===== config.mk =====
export PLATFORM = sky130hd
export DESIGN_NAME = price_level_order_queue_core
export DESIGN_NICKNAME = d
export VERILOG_FILES = /design/src/rtl/plq_pkg.sv /design/src/rtl/plq_front.sv /design/src/rtl/plq_back.sv /design/src/rtl/price_level_order_queue_core.sv
export SDC_FILE = /design/constraint.sdc
export NUM_CORES = 2
export LEC_CHECK = 0
export ABC_AREA = 1
export BUFFER_PORTS_ARGS = -buffer_cell sky130_fd_sc_hd__buf_2
export CAP_MARGIN = 40
export CELL_PAD_IN_SITES_DETAIL_PLACEMENT = 0
export CELL_PAD_IN_SITES_GLOBAL_PLACEMENT = 2
export CORE_AREA = 2 2 439 441
export CTS_BUF_LIST = sky130_fd_sc_hd__clkbuf_2
export CTS_CLUSTER_DIAMETER = 80
export CTS_CLUSTER_SIZE = 12
export DETAILED_ROUTE_END_ITERATION = 12
export DIE_AREA = 0 0 441 443
export PLACE_DENSITY_LB_ADDON = 0.1
export SLEW_MARGIN = 20
export SYNTH_ARGS = -nofsm -noshare
export SYNTH_HDL_FRONTEND = slang
export SYNTH_HIERARCHICAL = 1
export SYNTH_SLANG_ARGS = --single-unit

===== constraint.sdc =====
create_clock -name i_clk -period 9.63 [get_ports i_clk]
set_input_delay 0.963 -clock i_clk [delete_from_list [all_inputs] [get_ports i_clk]]
set_output_delay 0.963 -clock i_clk [all_outputs]
set_load 0.03 [all_outputs]

===== src/rtl/plq_pkg.sv =====
// Package for the price level order queue: field widths, op and result codes,
// shared command and result structs. No dependencies.
package plq_pkg;
    localparam int SLOTS_DEF   = 16;
    localparam int MAX_RESULTS = 16;
    localparam int ID_W  = 32;
    localparam int VOL_W = 24;
    localparam int TOT_W = 28;
    localparam int PRC_W = 32;

    typedef enum logic [1:0] {
        OP_INSERT = 2'd0,
        OP_CANCEL = 2'd1,
        OP_MATCH  = 2'd2,
        OP_NONE   = 2'd3
    } t_op;

    typedef enum logic [2:0] {
        K_ACK      = 3'd0,
        K_FULL     = 3'd1,
        K_CANCEL   = 3'd2,
        K_CREJECT  = 3'd3,
        K_TRADE    = 3'd4,
        K_NOFILL   = 3'd5
    } t_kind;

    typedef enum logic [1:0] {
        S_IDLE,
        S_MATCH,
        S_HOLD
    } t_state;

    typedef struct packed {
        t_op              op;
        logic [ID_W-1:0]  id;
        logic [VOL_W-1:0] vol;
        logic [3:0]       slot;
    } t_cmd;

    typedef struct packed {
        t_kind            kind;
        logic [3:0]       slot_out;
        logic [ID_W-1:0]  taker_id;
        logic [ID_W-1:0]  maker_id;
        logic [VOL_W-1:0] fill_qty;
        logic [PRC_W-1:0] trade_price;
        logic [VOL_W-1:0] taker_left;
        logic             cancel_unfilled;
        logic [4:0]       level_count;
        logic [TOT_W-1:0] level_volume;
        logic             last;
    } t_res;
endpackage


===== src/rtl/plq_front.sv =====
// Front end: accepts input transfers, drops unknown ops, queues commands.
// Depends on plq_pkg.
module plq_front (
    input  logic              i_clk,
    input  logic              i_rst_n,
    input  logic              i_valid,
    output logic              o_ready,
    input  plq_pkg::t_cmd     i_cmd,
    output logic              o_valid,
    input  logic              i_ready,
    output plq_pkg::t_cmd     o_cmd
);
    import plq_pkg::*;
    // two-entry queue
    t_cmd       r_mem [2];
    logic       r_wp, r_rp;
    logic [1:0] r_cnt;
    logic       push, pop;

    assign o_ready = (r_cnt != 2'd2);
    assign push    = i_valid && o_ready && (i_cmd.op != OP_NONE);
    assign o_valid = (r_cnt != 2'd0);
    assign pop     = o_valid && i_ready;
    assign o_cmd   = r_mem[r_rp];

    always_ff @(posedge i_clk) begin
        if (push) r_mem[r_wp] <= i_cmd;
    end

    always_ff @(posedge i_clk) begin
        if (!i_rst_n) begin
            r_wp <= 1'b0; r_rp <= 1'b0; r_cnt <= 2'd0;
        end else begin
            if (push) r_wp <= ~r_wp;
            if (pop)  r_rp <= ~r_rp;
            r_cnt <= r_cnt + {1'b0, push} - {1'b0, pop};
        end
    end
endmodule


===== src/rtl/plq_back.sv =====
// Back end: slot pool, linked list and match sequencer; one result per cycle while the result register is free.
// Depends on plq_pkg.
module plq_back #(
    parameter int SLOTS = plq_pkg::SLOTS_DEF
) (
    input  logic                      i_clk,
    input  logic                      i_rst_n,
    input  logic                      i_valid,
    output logic                      o_ready,
    input  plq_pkg::t_cmd             i_cmd,
    input  logic [plq_pkg::PRC_W-1:0] i_price,
    output logic                      o_valid,
    input  logic                      i_ready,
    output plq_pkg::t_res             o_res
);
    import plq_pkg::*;
    localparam int SW = $clog2(SLOTS);
    localparam int CW = $clog2(SLOTS + 1);

    logic [ID_W-1:0]  r_ident [SLOTS];
    logic [VOL_W-1:0] r_rem   [SLOTS];
    logic [SW-1:0]    r_next  [SLOTS];
    logic [SW-1:0]    r_prev  [SLOTS];
    logic [SLOTS-1:0] r_used;
    logic [SW-1:0]    r_head, r_tail;
    logic [CW-1:0]    r_count;
    logic [TOT_W-1:0] r_total;

    t_state r_state, n_state;
    t_cmd   r_cmd;
    logic [VOL_W-1:0] r_left;
    logic [4:0]       r_nres;
    t_res   r_out, n_out;
    logic   r_ov;

    logic out_free;
    assign out_free = !r_ov || i_ready;
    assign o_valid  = r_ov;
    assign o_res    = r_out;

    // lowest free slot
    logic [SW-1:0] free_s;
    logic          free_ok;
    always_comb begin
        free_s = '0; free_ok = 1'b0;
        for (int i = SLOTS - 1; i >= 0; i--) begin
            if (!r_used[i]) begin free_s = SW'(i); free_ok = 1'b1; end
        end
    end

    logic          cs_ok;
    logic [SW-1:0] cs;
    assign cs    = SW'(i_cmd.slot);
    assign cs_ok = ({28'd0, i_cmd.slot} < SLOTS) && r_used[cs];

    // head fill
    logic [VOL_W-1:0] h_rem, fill, left_n;
    assign h_rem  = r_rem[r_head];
    assign fill   = (h_rem < r_left) ? h_rem : r_left;
    assign left_n = r_left - fill;

    logic start, step;
    assign o_ready = (r_state == S_IDLE) && out_free;
    assign start   = i_valid && o_ready;
    assign step    = (r_state == S_MATCH) && out_free;

    // next state
    always_comb begin
        n_state = r_state;
        case (r_state)
            S_IDLE: if (start && i_cmd.op == OP_MATCH && r_count != '0 && i_cmd.vol != '0)
                n_state = S_MATCH;
            S_MATCH: if (step) begin
                if (left_n == '0 || r_nres == 5'(MAX_RESULTS - 1) ||
                    (fill == h_rem && r_count == CW'(1)))
                    n_state = S_IDLE;
            end
            default: n_state = S_IDLE;
        endcase
    end

    // a match that will trade produces no result at start
    logic match_go, res_load;
    assign match_go = start && (n_state == S_MATCH);
    assign res_load = (start && !match_go) || step;

    // unlink helper decisions on slot u
    logic [SW-1:0] u;
    logic          do_unlink;
    always_comb begin
        u = r_head; do_unlink = 1'b0;
        if (start && i_cmd.op == OP_CANCEL && cs_ok) begin u = cs; do_unlink = 1'b1; end
        if (step && fill == h_rem) begin u = r_head; do_unlink = 1'b1; end
    end

    always_ff @(posedge i_clk) begin
        if (start && i_cmd.op == OP_INSERT && free_ok) begin
            r_ident[free_s] <= i_cmd.id;
            r_rem[free_s]   <= i_cmd.vol;
            r_next[free_s]  <= '0;
            r_prev[free_s]  <= (r_count == '0) ? '0 : r_tail;
            if (r_count != '0) r_next[r_tail] <= free_s;
        end
        if (step) r_rem[r_head] <= h_rem - fill;
        if (do_unlink) begin
            if (r_count != CW'(1)) begin
                if (u == r_head) r_prev[r_next[u]] <= '0;
                else if (u == r_tail) r_next[r_prev[u]] <= '0;
                else begin
                    r_next[r_prev[u]] <= r_next[u];
                    r_prev[r_next[u]] <= r_prev[u];
                end
            end
            r_next[u] <= '0;
            r_prev[u] <= '0;
        end
        if (start) begin r_cmd <= i_cmd; r_left <= i_cmd.vol; r_nres <= 5'd0; end
        if (step) begin r_left <= left_n; r_nres <= r_nres + 5'd1; end
    end

    always_ff @(posedge i_clk) begin
        if (!i_rst_n) begin
            r_state <= S_IDLE; r_used <= '0; r_head <= '0; r_tail <= '0;
            r_count <= '0; r_total <= '0;
        end else begin
            r_state <= n_state;
            if (start && i_cmd.op == OP_INSERT && free_ok) begin
                r_used[free_s] <= 1'b1;
                r_tail <= free_s;
                if (r_count == '0) r_head <= free_s;
                r_count <= r_count + CW'(1);
                r_total <= r_total + TOT_W'(i_cmd.vol);
            end
            if (do_unlink) begin
                r_used[u] <= 1'b0;
                r_count <= r_count - CW'(1);
                if (r_count == CW'(1)) begin r_head <= '0; r_tail <= '0; end
                else if (u == r_head) r_head <= r_next[u];
                else if (u == r_tail) r_tail <= r_prev[u];
            end
            if (start && i_cmd.op == OP_CANCEL && cs_ok)
                r_total <= r_total - TOT_W'(r_rem[cs]);
            if (step) r_total <= r_total - TOT_W'(fill);
        end
    end

    // result register
    always_ff @(posedge i_clk) begin
        if (!i_rst_n) r_ov <= 1'b0;
        else if (res_load) r_ov <= 1'b1;
        else if (i_ready) r_ov <= 1'b0;
    end

    logic [CW-1:0]    cnt_ins, cnt_dec;
    assign cnt_ins = r_count + CW'(1);
    assign cnt_dec = r_count - CW'(1);

    always_comb begin
        n_out = '0;
        n_out.last = 1'b1;
        n_out.level_count  = 5'(r_count);
        n_out.level_volume = r_total;
        if (step) begin
            n_out.kind        = K_TRADE;
            n_out.slot_out    = 4'(r_head);
            n_out.taker_id    = r_cmd.id;
            n_out.maker_id    = r_ident[r_head];
            n_out.fill_qty    = fill;
            n_out.trade_price = i_price;
            n_out.taker_left  = left_n;
            n_out.level_count = (fill == h_rem) ? 5'(cnt_dec) : 5'(r_count);
            n_out.level_volume = r_total - TOT_W'(fill);
            n_out.last = (n_state == S_IDLE);
        end else begin
            case (i_cmd.op)
                OP_INSERT: if (free_ok) begin
                    n_out.kind = K_ACK;
                    n_out.slot_out = 4'(free_s);
                    n_out.level_count = 5'(cnt_ins);
                    n_out.level_volume = r_total + TOT_W'(i_cmd.vol);
                end else n_out.kind = K_FULL;
                OP_CANCEL: begin
                    n_out.slot_out = i_cmd.slot;
                    if (cs_ok) begin
                        n_out.kind = K_CANCEL;
                        n_out.cancel_unfilled = (r_rem[cs] != '0);
                        n_out.level_count = 5'(cnt_dec);
                        n_out.level_volume = r_total - TOT_W'(r_rem[cs]);
                    end else n_out.kind = K_CREJECT;
                end
                default: begin
                    // match with nothing to fill; a trading match reports from the sequencer
                    n_out.kind = K_NOFILL;
                    n_out.taker_id = i_cmd.id;
                    n_out.taker_left = i_cmd.vol;
                end
            endcase
        end
    end

    always_ff @(posedge i_clk) begin
        if (res_load) r_out <= n_out;
    end
endmodule


===== src/rtl/price_level_order_queue_core.sv =====
// Top level of the price level order queue.
// Ties front queue and back end; depends on plq_pkg, plq_front, plq_back.
//
// Use: one price level of an order book. s_axis carries commands: tuser = op,
//   tdata = order_id[31:0], volume[55:32], slot[59:56], zero pad to 64.
// m_axis carries results: tuser = kind, tdata as listed at the port,
//   tlast on the final result of each command. Op 3 is taken and dropped.
// i_cfg_we/i_cfg_wdata write the level price; write it only while idle (not enforced here).
// Insert, cancel and a match with nothing to fill give one result, passed
// through the command queue and the result register. A match that trades
// first enters its match state, then gives one trade per cycle while the
// receiver takes them, and holds the back end until its last trade.
// A two-entry command queue lets inputs be taken while the back end works.
// Reset clears the pool (all slots free), the list and the totals.
// When the receiver stalls, the result register holds and the back end waits;
// the queue fills, then s_axis_tready drops.
module price_level_order_queue_core #(
    parameter int SLOTS = plq_pkg::SLOTS_DEF
) (
    input  logic        i_clk,
    input  logic        i_rst_n,
    input  logic [31:0] i_cfg_wdata,
    input  logic        i_cfg_we,
    input  logic        s_axis_tvalid,
    output logic        s_axis_tready,
    input  logic [1:0]  s_axis_tuser,   // op
    input  logic [63:0] s_axis_tdata,   // order_id, volume, slot
    output logic        m_axis_tvalid,
    input  logic        m_axis_tready,
    output logic [2:0]  m_axis_tuser,   // kind
    output logic [183:0] m_axis_tdata,  // slot_out, taker_id, maker_id,
                                        // fill_qty, trade_price, taker_left,
                                        // cancel_unfilled, level_count, level_volume
    output logic        m_axis_tlast
);
    import plq_pkg::*;
    logic [PRC_W-1:0] r_price;
    t_cmd in_cmd, q_cmd;
    t_res res;
    logic q_valid, q_ready;

    always_ff @(posedge i_clk) begin
        if (!i_rst_n) r_price <= '0;
        else if (i_cfg_we) r_price <= i_cfg_wdata;
    end

    assign in_cmd.op   = t_op'(s_axis_tuser);
    assign in_cmd.id   = s_axis_tdata[31:0];
    assign in_cmd.vol  = s_axis_tdata[55:32];
    assign in_cmd.slot = s_axis_tdata[59:56];

    plq_front u_front (
        .i_clk, .i_rst_n,
        .i_valid(s_axis_tvalid), .o_ready(s_axis_tready), .i_cmd(in_cmd),
        .o_valid(q_valid), .i_ready(q_ready), .o_cmd(q_cmd)
    );

    plq_back #(.SLOTS(SLOTS)) u_back (
        .i_clk, .i_rst_n,
        .i_valid(q_valid), .o_ready(q_ready), .i_cmd(q_cmd), .i_price(r_price),
        .o_valid(m_axis_tvalid), .i_ready(m_axis_tready), .o_res(res)
    );

    assign m_axis_tdata = {2'd0, res.level_volume, res.level_count, res.cancel_unfilled,
                           res.taker_left, res.trade_price, res.fill_qty,
                           res.maker_id, res.taker_id, res.slot_out};
    assign m_axis_tuser = res.kind;
    assign m_axis_tlast = res.last;
endmodule


After elaboration in Yosys (flattened, before gate mapping)
Memory sizes are Yosys's and may differ from the RTL's. A register that Yosys moved wholly into a read port is not among the register bits.
Index checks and enable logic that the tools add are counted.

storage, ports and cells
  memories = 5
  output and inout port bits = 190
  memory bits (writable) = 1,148
  logic and storage cells = 238
  register bits = 311
  bits of input ports = 103

cells by class
  magnitude comparators = 6
  reduce and logical (&&, ||, !) cells = 44
  bitwise gates (word level) = 9
  eq/ne operators = 12
  muxes and demuxes = 128
  add/sub/neg operators = 10

memory list
  name            words  width  read ports  clocked after memory_dff  write ports  line             source
  u_back.r_ident  16     32     1           1                         1            plq_back.sv:20   logic [ID_W-1:0] r_ident [SLOTS];
  u_back.r_rem    16     24     2           1                         1            plq_back.sv:21   logic [VOL_W-1:0] r_rem [SLOTS];
  u_front.r_mem   2      62     1           1                         1            plq_front.sv:15  t_cmd r_mem [2];
  u_back.r_next   16     4      1           0                         2            plq_back.sv:22   logic [SW-1:0] r_next [SLOTS];
  u_back.r_prev   16     4      1           0                         2            plq_back.sv:23   logic [SW-1:0] r_prev [SLOTS];

operators with widths
  kind                  number
  $mux W4               40
  $mux W24              6
  $mux W33              3
  $mux W28              3
  $pmux W33 S2          1
  $mux W1               56
  $sub A28 B24 Y28      2
  $mux W16              3
  $reduce_bool A24 Y1   2
  $sub A24 B24 Y24      2
  $mux W36              1
  $mux W32              1
  $add A28 B24 Y28      1
  $mux W5               5
  $eq A24 B24 Y1        1
  $logic_not A24 Y1     1
  $lt A24 B24 Y1        1
  $reduce_or A24 Y1     1
  $logic_and A1 B1 Y1   18
  $and A16 B16 Y16      1
  $not A16 Y16          1
  $or A16 B16 Y16       1
  $lt A4 B5 Y1 const B  3
  $reduce_or A4 Y1      3
  29 further kinds      52

Logic depth before layout (Yosys ltp)
  depth after elaboration = 25
  depth in mapped cells = 46
  mapped depth without buffers = 40

Hierarchy
The synthesis kept the hierarchy.

by module, submodules not included
  module                        cells each  area an instance (um^2)  times used  sequential area each (um^2)
  plq_back                      6,800       65,765.6                 1           38,727.1
  plq_front                     231         5,031.1                  1           3,823.7
  price_level_order_queue_core  205         1,353.8                  1           640.6

Worst setup path before layout
No wires, ideal clock.

  kind = reg-to-reg
  start point = register, netlist name u_back/r_head[0]
  end point = register u_back.r_out, in the netlist u_back/o_res[0], enable pin
  required time = 9,076 ps
  buffers on the path = 10
  library setup time = 554 ps
  stages on the path, launching flop included = 39
  setup slack = -776 ps
  period minus slack after synthesis = 10,406 ps
  arrival = 9,852 ps
  path through = dfxtp_1 > buf_6 > buf_2 > buf_2 > buf_2 > buf_2 > clkbuf_1 > clkbuf_1 > buf_1 > a21oi_1 > o221ai_1 > nand2_1 > ha_1 > a21oi_1 > nor2_1 > a211oi_1 > o221ai_1 > a21oi_1 > [... 3 more ...] > o21ai_0 > ha_1 > inv_1 > ha_1 > or2_2 > nor2_1 > nand3_1 > nor2_1 > nand3_1 > nor2_1 > nand3_1 > nor2_1 > nand3_1 > nand2_1 > nand2_1 > nand2_1 > nand3_1 > nand2_1

RTL lines
  item                  line             source
  to (signal assigned)  plq_back.sv:202  if (res_load) r_out <= n_out;
  to (decl)             plq_back.sv:33   t_res r_out, n_out;

==> metrics.cfg <==
[status]
status = finished, final reports clean

[clocking]
post_cts_buffers = 0
cts_buffer_depth = 3
cts.clk_slew.worst_paths_ns = 0.21
clock_latency_ns = 1.86
cts_made_buffers = 152
clockRootBuffer = clkbuf_2
clock-sinks = 1492
cts_tree = yes
htreeDepth = 4

[logic_synthesis]
ys_ff_latch = 1492
ys_types = 65
netlist_area_um2 = 72200
ys_top_cells_by_area = edfxtp_1, o21ai_0, nand2_1, nor2_1, dfxtp_1
synth_edf_count = 1331
synth_top_flop_cell = edfxtp_1
yosysWarnings = 6
async_reset_ff_share_pct = 0
avgSynthCellArea_um2 = 9.97
yosysTopAreaCell = edfxtp_1
yosysSeqAreaShare_pct = 59.9
synth_top_area_share_pct = 55.4
netlist_instances = 7236

[grt]
grt_pass1_vias = 54900
grt_pass1_wl_um = 376000
met3_usage_pct = 3.56
grt.busiest_layer = met2
gr-usage-met1_pct = 35.6
grt_overflow_total = 0
grt_antenna_before_repair = 14
grt_usage_pct = 26.2
grt_util_met2_pct = 43.8
grt_max_degree = 167

[final_layout]
multi_input_area_um2 = 25300
post-route-util_pct = 42.5
layout-drive-gt1-share_pct = 11.8
stdcell_area_um2 = 81300
fillers = 18500
area_growth_pct = 12.7
num-nets-final = 7954
seq_area_um2 = 43200

[sta]
slew_headroom_pct = 15.0
drv_slew = 0
setup_violations = 0
fmax_mhz = 119
tightest_slew_ns = 1.27
min_period_over_period_pct = 87.2
hold_violations = 0
skew_ns = 0.205
worst_slack_ns = 1.23
fin_crit_ns = 8.40
rsz0062_at_grt = no
tns_ns = 0

[setup_path]
worstPathMaxFanout = 32
critPathLaunch = u_back/r_head[3]$_SDFF_PN0_
max_stage_delay_ns = 0.88
cp_slowest_cell = dfxtp_4
cp_common_cell = nand2_1
start_kind = register
timing.critical_path.buf_inv = 4
crit_type = reg -> reg
critPathArrivalTime_ns = 9.75
crit_family = simple AND/OR/NAND/NOR gates
worst_ep_required_time_ns = 10.98
timing.rr.start = u_back/r_head[3]$_SDFF_PN0_
crit_path_end_kind = register

[routing]
drc = 0
wirelength_um = 261000
wl_per_cell_um = 25.2
vias_per_cell = 5.52
num_vias = 57200
first_pass_iters = 6
ant_nets = 0
drt_iter0_markers = 5212

[power_and_ir_drop]
pwr-share-seq_pct = 38.9
p_int_w = 0.0114
combPwrFrac_pct = 47.4
sw_frac_of_total_pct = 45.9
peakVddDrop_mv = 0.143
powerDensity_nw_per_um2 = 259
p_leak_nw = 30.2
p_sw_w = 0.00966
clockPowerShare_pct = 13.8

[floorplan]
die_h_um = 443
start_util_pct = 37.7
num_rows = 161
core_area_um2 = 191000
num_io_pins = 293
die-area_um2 = 195000
die_w_um = 441

[job]
drv_cap = 0

[placed_design]
hpwl_um = 166000
gp_congestion = 0.870
port_buffers = 286
placed_area_um2 = 76900
dpl_worst_slack_ns = 1.25

[worst_hold_path]
hold_class = in -> reg
worstHoldStart = m_axis_tready

-- registers in the layout, summed over array words and instances, names as in the netlist, named ones only --
register        flops
u_back/r_used      16
u_front/r_mem     124
u_back/r_prev      64
u_back/r_tail       4
u_back/o_res      186
u_front/r_rp        1
u_back/r_left      24
u_back/r_state      2
u_back/r_head       4
u_front/r_wp        1
u_back/r_count      5
u_back/r_nres       5
u_back/o_valid      1
u_back/r_cmd       32
u_back/r_rem      384
u_back/r_ident    512
r_price            32
u_front/r_cnt       2
u_back/r_next      64
u_back/r_total     28
-- cells by family (layout without fill, tap and decap cells) --
family	count (synthesis)	in the layout	synth area share [%]
compound gates	2040	2040	16.4
xor+xnor	80	80	0.971
fa+ha+maj	108	108	1.89
buf+inv	985	1572	5.51
flops	1492	1492	59.9
mux	62	62	1.28
other cells	2	12	0.0104
simple gates	2467	2467	14.1
-- per-stage QoR --
| stage | instances | power [W] | hold WS, ns |
|---|---|---|---|
| 4_1_cts | 10300 | 0.0211 | 0.0358 |
| 3_3_place_gp | 9800 | 0.0180 | 0.456 |
| 6_report | 10400 | 0.0210 | 0.360 |
| 3_5_place_dp | 9815 | 0.0181 | 0.463 |
| 2_1_floorplan | 7237 | 0.0146 | 0.449 |
| 5_1_grt | 10400 | 0.0223 | 0.208 |
-- power groups by stage --
stage | Clock [W] | Combinational (W) | Sequential [W]
floorplan | 0 | 0.00596 | 0.00862
global placement | 0 | 0.00971 | 0.00831
detailed placement | 0 | 0.00974 | 0.00832
CTS | 0.00304 | 0.00988 | 0.00818
global route | 0.00323 | 0.0109 | 0.00822
finish | 0.00289 | 0.00997 | 0.00817
-- cells in the mapped netlist, types with 7 or more instances --
cell type	n
edfxtp_1	1331
o21ai_0	1062
nand2_1	1043
nor2_1	980
inv_1	551
a21oi_1	376
clkbuf_1	319
nand3_1	279
o221ai_1	199
dfxtp_1	161
ha_1	106
o22ai_1	82
o211ai_1	79
nand4_1	61
mux2_4	60
xor2_1	52
o21ai_1	47
a22oi_1	38
a31oi_1	38
buf_2	37
a22o_1	32
xnor2_1	28
inv_2	27
nor3_1	24
buf_1	19
buf_6	15
nor2_2	14
a21oi_2	12
nand2_2	12
nor4_1	12
a21boi_0	11
a221oi_1	11
nor2_4	11
o21bai_1	10
a21o_1	7
-- tightest hold or removal path, cell delays in order --
cell and delay [ns]:
dlygate4sd3_1 0.52, buf_2 0.10, nor2_1 0.12, inv_1 0.16, nand2_1 0.07, nand2_1 0.07
a21oi_1 0.06
-- cell usage in the layout, fill, tap and decap left out, drive strengths merged, types with 82 or more instances in the layout --
| master | instances |
|---|---|
| o22ai | 82 |
| buf | 462 |
| nand2 | 1057 |
| o21ai | 1119 |
| dfxtp | 161 |
| nand3 | 284 |
| edfxtp | 1331 |
| ha | 106 |
| nor2 | 1005 |
| inv | 595 |
| a21oi | 388 |
| dlygate4sd3 | 291 |
| o221ai | 199 |
| clkbuf | 202 |
-- layer usage --
layer | share of wire [%] | wire length, um
met5 | 0.022 | 58
met4 | 2.4 | 6200
met3 | 6.0 | 15700
met2 | 48 | 126000
met1 | 43 | 113000
-- area by class of cell --
class	count	share of cell area (%)
Inverter	582	2.72
Antenna cell	9	0.0277
Sequential cell	1492	53.2
Tap cell	2526	3.89
Clock buffer	201	1.24
Multi-Input combinational cell	4760	31.1
Clock inverter	34	0.389
Timing Repair Buffer	755	7.44
-- repair_timing --
item	CTS	global route
setup endpoints to repair	0	0
resized for setup	0	0
hold buffers	291	0
endpoints found under the hold margin	305	0
-- worst paths after layout --
path	end	slack [ns]	cells after the start
min	u_back/r_state[0]$_SDFF_PN0_	0.36	7
max	u_back/r_next[12][0]$_DFFE_PP_	1.23	27
max reg2reg	u_back/r_next[12][0]$_DFFE_PP_	1.23	27
min reg2reg	u_back/r_prev[7][3]$_SDFFE_PP0P_	0.50	2
No activity file was read; power rests on OpenSTA's default activity.
